### config.mk
export PLATFORM = sky130hd
export DESIGN_NAME = sha256_byte_stream_hasher_unit
export DESIGN_NICKNAME = d
export VERILOG_FILES = /design/src/hdl/shabs_pkg.sv /design/src/hdl/shabs_core.sv /design/src/hdl/sha256_byte_stream_hasher_unit.sv
export SDC_FILE = /design/constraint.sdc
export NUM_CORES = 2
export LEC_CHECK = 0
export BUFFER_PORTS_ARGS = -buffer_cell sky130_fd_sc_hd__buf_2
export CAP_MARGIN = 20
export CORE_MARGIN = 2
export CORE_UTILIZATION = 30
export DETAILED_ROUTE_END_ITERATION = 6
export GPL_ROUTABILITY_DRIVEN = 0
export PLACE_DENSITY = 0.5
export SYNTH_ARGS = -nofsm -noshare
export SYNTH_HDL_FRONTEND = slang
export SYNTH_HIERARCHICAL = 1
export SYNTH_SLANG_ARGS = --single-unit
### constraint.sdc
create_clock -name clk_i -period 12.1 [get_ports clk_i]
set_input_delay 1.815 -clock clk_i [delete_from_list [all_inputs] [get_ports clk_i]]
set_output_delay 1.815 -clock clk_i [all_outputs]
set_load 0.01 [all_outputs]
### src/hdl/shabs_pkg.sv
// Shared types and constants for the SHA-256 byte stream hasher.
// Holds the round constant table, the initial hash values and the core control struct.
// No dependencies.
`default_nettype none
package shabs_pkg;

  localparam int unsigned WordW  = 32;
  localparam int unsigned NWords = 8;
  localparam int unsigned NWin   = 16;
  localparam int unsigned PosW   = 6;
  localparam int unsigned RndW   = 6;
  localparam int unsigned IdxW   = 3;
  localparam int unsigned CntW   = 64;

  localparam logic [7:0] PadMark  = 8'h80;
  localparam logic [5:0] LenStart = 6'd56;

  localparam logic [WordW-1:0] InitHash [NWords] = '{
    32'h6a09e667, 32'hbb67ae85, 32'h3c6ef372, 32'ha54ff53a,
    32'h510e527f, 32'h9b05688c, 32'h1f83d9ab, 32'h5be0cd19
  };

  typedef struct packed {
    logic       shift;
    logic [7:0] data;
    logic       start;
    logic       init;
  } core_ctrl_t;

  function automatic logic [WordW-1:0] round_k(input logic [RndW-1:0] t);
    logic [WordW-1:0] k;
    case (t)
      6'd0:  k = 32'h428a2f98; 6'd1:  k = 32'h71374491; 6'd2:  k = 32'hb5c0fbcf;
      6'd3:  k = 32'he9b5dba5; 6'd4:  k = 32'h3956c25b; 6'd5:  k = 32'h59f111f1;
      6'd6:  k = 32'h923f82a4; 6'd7:  k = 32'hab1c5ed5; 6'd8:  k = 32'hd807aa98;
      6'd9:  k = 32'h12835b01; 6'd10: k = 32'h243185be; 6'd11: k = 32'h550c7dc3;
      6'd12: k = 32'h72be5d74; 6'd13: k = 32'h80deb1fe; 6'd14: k = 32'h9bdc06a7;
      6'd15: k = 32'hc19bf174; 6'd16: k = 32'he49b69c1; 6'd17: k = 32'hefbe4786;
      6'd18: k = 32'h0fc19dc6; 6'd19: k = 32'h240ca1cc; 6'd20: k = 32'h2de92c6f;
      6'd21: k = 32'h4a7484aa; 6'd22: k = 32'h5cb0a9dc; 6'd23: k = 32'h76f988da;
      6'd24: k = 32'h983e5152; 6'd25: k = 32'ha831c66d; 6'd26: k = 32'hb00327c8;
      6'd27: k = 32'hbf597fc7; 6'd28: k = 32'hc6e00bf3; 6'd29: k = 32'hd5a79147;
      6'd30: k = 32'h06ca6351; 6'd31: k = 32'h14292967; 6'd32: k = 32'h27b70a85;
      6'd33: k = 32'h2e1b2138; 6'd34: k = 32'h4d2c6dfc; 6'd35: k = 32'h53380d13;
      6'd36: k = 32'h650a7354; 6'd37: k = 32'h766a0abb; 6'd38: k = 32'h81c2c92e;
      6'd39: k = 32'h92722c85; 6'd40: k = 32'ha2bfe8a1; 6'd41: k = 32'ha81a664b;
      6'd42: k = 32'hc24b8b70; 6'd43: k = 32'hc76c51a3; 6'd44: k = 32'hd192e819;
      6'd45: k = 32'hd6990624; 6'd46: k = 32'hf40e3585; 6'd47: k = 32'h106aa070;
      6'd48: k = 32'h19a4c116; 6'd49: k = 32'h1e376c08; 6'd50: k = 32'h2748774c;
      6'd51: k = 32'h34b0bcb5; 6'd52: k = 32'h391c0cb3; 6'd53: k = 32'h4ed8aa4a;
      6'd54: k = 32'h5b9cca4f; 6'd55: k = 32'h682e6ff3; 6'd56: k = 32'h748f82ee;
      6'd57: k = 32'h78a5636f; 6'd58: k = 32'h84c87814; 6'd59: k = 32'h8cc70208;
      6'd60: k = 32'h90befffa; 6'd61: k = 32'ha4506ceb; 6'd62: k = 32'hbef9a3f7;
      6'd63: k = 32'hc67178f2;
      default: k = '0;
    endcase
    return k;
  endfunction

  function automatic logic [WordW-1:0] rotr(input logic [WordW-1:0] x, input int unsigned n);
    return (x >> n) | (x << (WordW - n));
  endfunction

endpackage
`default_nettype wire

### src/hdl/shabs_core.sv
// SHA-256 compression core: message window, one round per cycle, chaining value.
// Depends on shabs_pkg.
`default_nettype none
module shabs_core (
  input  wire logic                      clk_i,
  input  wire logic                      rst_ni,
  input  wire shabs_pkg::core_ctrl_t     ctrl_i,
  input  wire logic [shabs_pkg::IdxW-1:0] sel_i,
  output logic [shabs_pkg::WordW-1:0]    word_o,
  output logic                           done_o
);
  import shabs_pkg::*;

  logic [WordW-1:0] win_q   [NWin];
  logic [WordW-1:0] win_d   [NWin];
  logic [WordW-1:0] chain_q [NWords];
  logic [WordW-1:0] v_q     [NWords];
  logic [RndW-1:0]  rnd_q;
  logic             busy_q, add_q;
  logic [WordW-1:0] t1, t2, s0, s1, new_w;

  // Bytes enter at the tail, so the oldest word always sits at the head.
  always_comb begin
    s0    = rotr(win_q[1], 7) ^ rotr(win_q[1], 18) ^ (win_q[1] >> 3);
    s1    = rotr(win_q[14], 17) ^ rotr(win_q[14], 19) ^ (win_q[14] >> 10);
    new_w = s1 + win_q[9] + s0 + win_q[0];
    for (int i = 0; i < NWin; i++) begin
      win_d[i] = win_q[i];
    end
    if (ctrl_i.shift) begin
      for (int i = 0; i < NWin - 1; i++) begin
        win_d[i] = {win_q[i][23:0], win_q[i+1][31:24]};
      end
      win_d[NWin-1] = {win_q[NWin-1][23:0], ctrl_i.data};
    end else if (busy_q) begin
      for (int i = 0; i < NWin - 1; i++) begin
        win_d[i] = win_q[i+1];
      end
      win_d[NWin-1] = new_w;
    end
    t1 = v_q[7] + (rotr(v_q[4], 6) ^ rotr(v_q[4], 11) ^ rotr(v_q[4], 25))
       + ((v_q[4] & v_q[5]) ^ (~v_q[4] & v_q[6])) + round_k(rnd_q) + win_q[0];
    t2 = (rotr(v_q[0], 2) ^ rotr(v_q[0], 13) ^ rotr(v_q[0], 22))
       + ((v_q[0] & v_q[1]) ^ (v_q[0] & v_q[2]) ^ (v_q[1] & v_q[2]));
  end

  always_ff @(posedge clk_i) begin
    for (int i = 0; i < NWin; i++) begin
      win_q[i] <= win_d[i];
    end
    if (ctrl_i.start) begin
      for (int i = 0; i < NWords; i++) begin
        v_q[i] <= chain_q[i];
      end
    end else if (busy_q) begin
      v_q[0] <= t1 + t2;
      v_q[1] <= v_q[0];
      v_q[2] <= v_q[1];
      v_q[3] <= v_q[2];
      v_q[4] <= v_q[3] + t1;
      v_q[5] <= v_q[4];
      v_q[6] <= v_q[5];
      v_q[7] <= v_q[6];
    end
  end

  always_ff @(posedge clk_i or negedge rst_ni) begin
    if (!rst_ni) begin
      busy_q <= 1'b0;
      add_q  <= 1'b0;
      rnd_q  <= '0;
      for (int i = 0; i < NWords; i++) begin
        chain_q[i] <= InitHash[i];
      end
    end else begin
      add_q <= busy_q && (rnd_q == RndW'(63));
      if (ctrl_i.start) begin
        busy_q <= 1'b1;
        rnd_q  <= '0;
      end else if (busy_q) begin
        rnd_q <= rnd_q + 1'b1;
        if (rnd_q == RndW'(63)) begin
          busy_q <= 1'b0;
        end
      end
      if (ctrl_i.init) begin
        for (int i = 0; i < NWords; i++) begin
          chain_q[i] <= InitHash[i];
        end
      end else if (add_q) begin
        for (int i = 0; i < NWords; i++) begin
          chain_q[i] <= chain_q[i] + v_q[i];
        end
      end
    end
  end

  assign word_o = chain_q[sel_i];
  assign done_o = add_q;

  a_start_idle: assert property (@(posedge clk_i) disable iff (!rst_ni)
    ctrl_i.start |-> !busy_q && !add_q) else $error("core started while busy");
  a_last_round: assert property (@(posedge clk_i) disable iff (!rst_ni)
    (busy_q && rnd_q == RndW'(63)) |=> add_q && !busy_q) else $error("missing final add");
  a_no_shift_busy: assert property (@(posedge clk_i) disable iff (!rst_ni)
    busy_q |-> !ctrl_i.shift) else $error("window written during rounds");

endmodule
`default_nettype wire

### src/hdl/sha256_byte_stream_hasher_unit.sv
// SHA-256 byte stream hasher, top level: byte sequencer, padding, length count, digest output.
// Depends on shabs_pkg and shabs_core.
//
// Usage: each input item is either an absorb (op_i = 0) carrying one message byte, or a
// finish (op_i = 1). Items are taken when in_valid_i is high and in_stall_o is low.
// An absorb needs no stall, except the byte that fills a 64-byte block, after which the
// unit is stalled while the shared round unit runs 64 rounds, one a cycle,
// and adds the result into the chaining value.
// A finish with n bytes pending feeds 64 - n padding bytes at one a cycle, runs one
// compression and, when n is 56 or more, a further 64 bytes and compression.
// The digest then leaves as eight items on the output channel, most significant word
// first, word_index_o counting 0 to 7 and last_word_o set on the eighth.
// A stalled output item holds steady; input stays stalled until the last word is taken,
// after which the unit is ready for a new message.
// Reset loads the standard initial hash values and clears the byte and bit counts.
`default_nettype none
module sha256_byte_stream_hasher_unit (
  input  wire logic        clk_i,
  input  wire logic        rst_ni,
  input  wire logic        in_valid_i,
  output logic             in_stall_o,
  input  wire logic        op_i,
  input  wire logic [7:0]  message_byte_i,
  output logic             out_valid_o,
  input  wire logic        out_stall_i,
  output logic [31:0]      digest_word_o,
  output logic [2:0]       word_index_o,
  output logic             last_word_o
);
  import shabs_pkg::*;

  typedef enum logic [3:0] {
    ST_IDLE = 4'b0001,
    ST_PAD  = 4'b0010,
    ST_COMP = 4'b0100,
    ST_EMIT = 4'b1000
  } state_e;

  state_e          state_q, state_d;
  logic [PosW-1:0] pos_q, pos_d;
  logic [CntW-1:0] bits_q, bits_d;
  logic [IdxW-1:0] idx_q, idx_d;
  logic            fin_q, fin_d, mark_q, mark_d, lenblk_q, lenblk_d;
  core_ctrl_t      ctrl;
  logic            done;
  logic [WordW-1:0] word;
  logic [7:0]      pad_byte;
  logic            in_acc, out_acc;

  assign in_acc  = in_valid_i && !in_stall_o;
  assign out_acc = out_valid_o && !out_stall_i;

  always_comb begin
    if (!mark_q) begin
      pad_byte = PadMark;
    end else if (lenblk_q && pos_q >= LenStart) begin
      pad_byte = bits_q[{~pos_q[2:0], 3'b000} +: 8];
    end else begin
      pad_byte = 8'h00;
    end
  end

  always_comb begin
    state_d  = state_q;
    pos_d    = pos_q;
    bits_d   = bits_q;
    idx_d    = idx_q;
    fin_d    = fin_q;
    mark_d   = mark_q;
    lenblk_d = lenblk_q;
    ctrl     = '0;
    case (state_q)
      ST_IDLE: begin
        if (in_acc) begin
          if (!op_i) begin
            ctrl.shift = 1'b1;
            ctrl.data  = message_byte_i;
            pos_d      = pos_q + 1'b1;
            bits_d     = bits_q + CntW'(8);
            fin_d      = 1'b0;
            if (pos_q == PosW'(63)) begin
              ctrl.start = 1'b1;
              state_d    = ST_COMP;
            end
          end else begin
            fin_d    = 1'b1;
            mark_d   = 1'b0;
            lenblk_d = pos_q < LenStart;
            state_d  = ST_PAD;
          end
        end
      end
      ST_PAD: begin
        ctrl.shift = 1'b1;
        ctrl.data  = pad_byte;
        mark_d     = 1'b1;
        pos_d      = pos_q + 1'b1;
        if (pos_q == PosW'(63)) begin
          ctrl.start = 1'b1;
          state_d    = ST_COMP;
        end
      end
      ST_COMP: begin
        if (done) begin
          if (!fin_q) begin
            state_d = ST_IDLE;
          end else if (!lenblk_q) begin
            lenblk_d = 1'b1;
            state_d  = ST_PAD;
          end else begin
            idx_d   = '0;
            state_d = ST_EMIT;
          end
        end
      end
      ST_EMIT: begin
        if (out_acc) begin
          idx_d = idx_q + 1'b1;
          if (idx_q == IdxW'(NWords - 1)) begin
            ctrl.init = 1'b1;
            bits_d    = '0;
            fin_d     = 1'b0;
            state_d   = ST_IDLE;
          end
        end
      end
      default: state_d = ST_IDLE;
    endcase
  end

  always_ff @(posedge clk_i or negedge rst_ni) begin
    if (!rst_ni) begin
      state_q  <= ST_IDLE;
      pos_q    <= '0;
      bits_q   <= '0;
      idx_q    <= '0;
      fin_q    <= 1'b0;
      mark_q   <= 1'b0;
      lenblk_q <= 1'b0;
    end else begin
      state_q  <= state_d;
      pos_q    <= pos_d;
      bits_q   <= bits_d;
      idx_q    <= idx_d;
      fin_q    <= fin_d;
      mark_q   <= mark_d;
      lenblk_q <= lenblk_d;
    end
  end

  shabs_core u_core (
    .clk_i  (clk_i),
    .rst_ni (rst_ni),
    .ctrl_i (ctrl),
    .sel_i  (idx_q),
    .word_o (word),
    .done_o (done)
  );

  assign in_stall_o    = (state_q != ST_IDLE);
  assign out_valid_o   = (state_q == ST_EMIT);
  assign digest_word_o = word;
  assign word_index_o  = idx_q;
  assign last_word_o   = (idx_q == IdxW'(NWords - 1));

  a_pad_ends_block: assert property (@(posedge clk_i) disable iff (!rst_ni)
    (state_q == ST_PAD && pos_q == PosW'(63)) |=> state_q == ST_COMP) else $error("pad overrun");
  a_emit_from_zero: assert property (@(posedge clk_i) disable iff (!rst_ni)
    (state_q == ST_COMP && state_d == ST_EMIT) |=> idx_q == '0) else $error("bad first index");
  a_done_in_comp: assert property (@(posedge clk_i) disable iff (!rst_ni)
    done |-> state_q == ST_COMP) else $error("compression finished outside wait");

endmodule
`default_nettype wire

==> run metrics <==
status completed; Multi-input gate area 41800 um2; Clock Tree Buf Depth 3; Leak roughly 32 nW; setup tns final 0 ns; critical-path maximum fanout 18; CTS tree done; min-delay worst type reg -> reg; Initial Util 0.302; Final Hold Fails 0; # setup viols final 0; Synth Flop Type edfxtp_1; via count between 50000 and 60000; Synth warnings 6; max-cap violation count 0; antenna viol nets, final 0; Die Span Y 507 um; CP peak stage delay 0.93 ns; data arrival time at the worst-slack endpoint around 11 ns; post-place instance area ~80000 um2; DP Cell Count between 10000 and 15000; Total Die Area roughly 260000 um2; grt total ovfl 0; WL/cell ~23 um; fin. max-slew vios 0; reg2reg path depth 38; clock skew roughly 0.047 ns; reg2reg start u_core/rnd_q[1]; layout net count between 7000 and 8000; post-cts repair resize count 0; fillers approximately 25000; core area between 200000 and 300000 um2; Detailed Route WL between 200000 and 250000 um; H-tree Lvls 4; clk root buf clkbuf_16; non-filler instance count after layout about 11000; Cell variety after synth between 100 and 150; Relative slew margins 0.206; reg2reg setup slack roughly 1.4 ns; commonest cells after routing, fill and taps aside 816 x nand2_1, 768 x edfxtp_1, 601 x mux2_2, 468 x a21oi_1, 413 x xnor2_1; Sinks on Clock Net between 1000 and 1500; largest net degree at the start of global routing between 150 and 200; Critical R2R Capture u_core/v_q[0][31]; detailed placement HPWL roughly 180000 um; via/cell ratio 5.33; Post-synth EDFFs ~770; DR iter-0 viols ~5300; clk slew on worst S/H paths 0.06 ns; Total Power approximately 25 mW; register area share after synthesis 0.418; Sequential Area approximately 32000 um2; number of global-route vias before repair 55600; clk_lat worst skew just over 0.8 ns; slowest library cell on the worst path ha_1; worst-margin pin slew 1.19 ns; gr usage total 0.185; Post-Syn Area ~76000 um2; first-pass GRT wire length roughly 360000 um; hold buffers post-CTS 0; Row Count about 180; Most Frequent Cell on Critical Path a21oi_1; Die Wd just over 500 um; most common cell after layout, fill and taps aside nand2_1; FFs w/ async S/R, synth 0.307; syn nets ~7800; end of the critical path u_core/v_q[0][31]; WP data required between 10 and 15 ns; Final Cycle Share 0.884; Post-CTS Setup Inserts 0; startpoint types flop; PD cells 301 nW/um2; number of antenna violations at the first check in global routing 5; DR DRC count 0; Worst setup EP type flop; Syn Area/Cell ~11 um2; area grow syn2layout 11.0%; Seq cells post-synth about 1100; Post-Synthesis Cells around 7000; port buffer count 50; I/O pin total just over 50; layout cells sized above 1 0.165; CTS Buf Count roughly 140; maximum clock frequency a little over 0.09 GHz; Final min period 10.70 ns; Crit Path Class reg -> reg; design area ~84000 um2; crit path from u_core/rnd_q[1]; RSZ-0062 raised after global routing false; worst vdd ir ~0.36 mV; drt first pass iters 6
==> cell usage after synthesis, types with 12 or more instances <==
library cell,number,area (um2)
a21oi_1,468,2340
nor3_1,70,350
o21a_1,48,360
nor2_1,388,1460
ha_1,395,4940
mux4_2,80,1800
o21ai_1,125,626
nand2b_1,63,394
o22ai_1,12,75.1
a211oi_1,50,375
mux2i_1,89,891
a311oi_1,21,184
nand2_1,817,3070
o21bai_1,59,443
nor2b_1,56,350
nand3_1,107,536
edfxtp_1,768,23100
a211o_1,36,315
o21ai_0,353,1770
and2_1,24,150
o311ai_0,16,140
nand4_1,49,307
xnor2_1,413,3620
fa_1,195,3900
a21o_1,190,1430
or2_2,12,75.1
inv_1,331,1240
clkbuf_1,312,1170
and4_1,14,123
nor4_1,18,113
a31oi_1,41,257
or4_1,24,180
dfrtp_1,204,5100
o211ai_1,33,248
dfstp_2,137,3600
o31ai_1,49,368
and3_1,43,269
or3_1,47,294
xor2_1,166,1450
mux2_2,601,6770
buf_1,32,120
==> registers in the layout, indices dropped and copies added (netlist names), 3 cells and up <==
register / cells
u_core/rnd_q: 6
bits_q: 61
u_core/v_q: 256
pos_q: 6
u_core/win_q: 512
u_core/chain_q: 256
state_q: 4
word_index_o: 3
==> worst min path at each step <==
| stage | startpoint | to | slack (ns) | depth (start not counted) |
|---|---|---|---|---|
| after CTS | pos_q[5] | pos_q[5] | 0.50 | 1 |
| final | pos_q[5] | pos_q[5] | 0.49 | 1 |
| after global routing | pos_q[5] | pos_q[5] | 0.52 | 1 |
| after detailed placement | pos_q[5] | pos_q[5] | 0.49 | 1 |
| after global placement | pos_q[5] | pos_q[5] | 0.46 | 1 |
| after floorplan | pos_q[5] | pos_q[5] | 0.44 | 1 |
==> critical path, delay by kind of cell, from the launching register on <==
kind,cells,cell delay (ns)
compound gates,21,4.37
fa+ha+maj,7,3.56
flops,1,0.67
xor+xnor,3,0.65
buf+inv,5,0.60
simple gates,2,0.54
==> kinds of logic (layout without fill, tap and decap cells) <==
group                    after synthesis  after routing  share of synthesized area
AO/OA/AOI/OAI                       1646           1646                      0.135
XOR/XNOR                             579            579                     0.0667
adder cells (fa/ha/maj)              593            593                      0.117
buffers and inverters                683            706                     0.0339
flip-flops                          1109           1109                      0.418
multiplexers                         772            772                      0.125
other                                  0              1                          0
AND/OR/NAND/NOR                     1766           1766                      0.105
==> through the flow <==
stage          utilization  worst slack (ns)  hold slack [ns]
2_1_floorplan            -              2.00            0.438
4_1_cts              0.336              1.67            0.500
5_1_grt              0.336             0.736            0.517
3_3_place_gp         0.317              1.67            0.459
6_report             0.336              1.40            0.494
3_5_place_dp         0.317              1.70            0.490
==> final cells by class <==
type	instances	share of cell area
flip-flops and latches	1109	0.376
well taps	3348	0.0496
clock inverters	60	0.00883
diodes	1	0.0000296
clock buffers	199	0.0452
inverters	336	0.0151
multi-input cells	5356	0.495
repair buffers	111	0.0102
==> where the power goes <==
part / leakage [nW] / internal, mW / switching [mW] / total [mW]
registers: 10.7 / 5.67 / 0.927 / 6.60
clock network: 2.19 / 2.38 / 1.80 / 4.19
logic: 18.8 / 6.29 / 8.36 / 14.6
total: 31.7 / 14.3 / 11.1 / 25.4
==> metal layers <==
layer  vias to the layer above  share of wire  track usage
met5                         -       0.000074            0
met4                         2          0.031       0.0561
met3                       423          0.053       0.0257
met2                      1729           0.46        0.295
met1                     28100           0.46        0.259
li1                      25700              -            -
No activity file was read; power rests on OpenSTA's default activity.
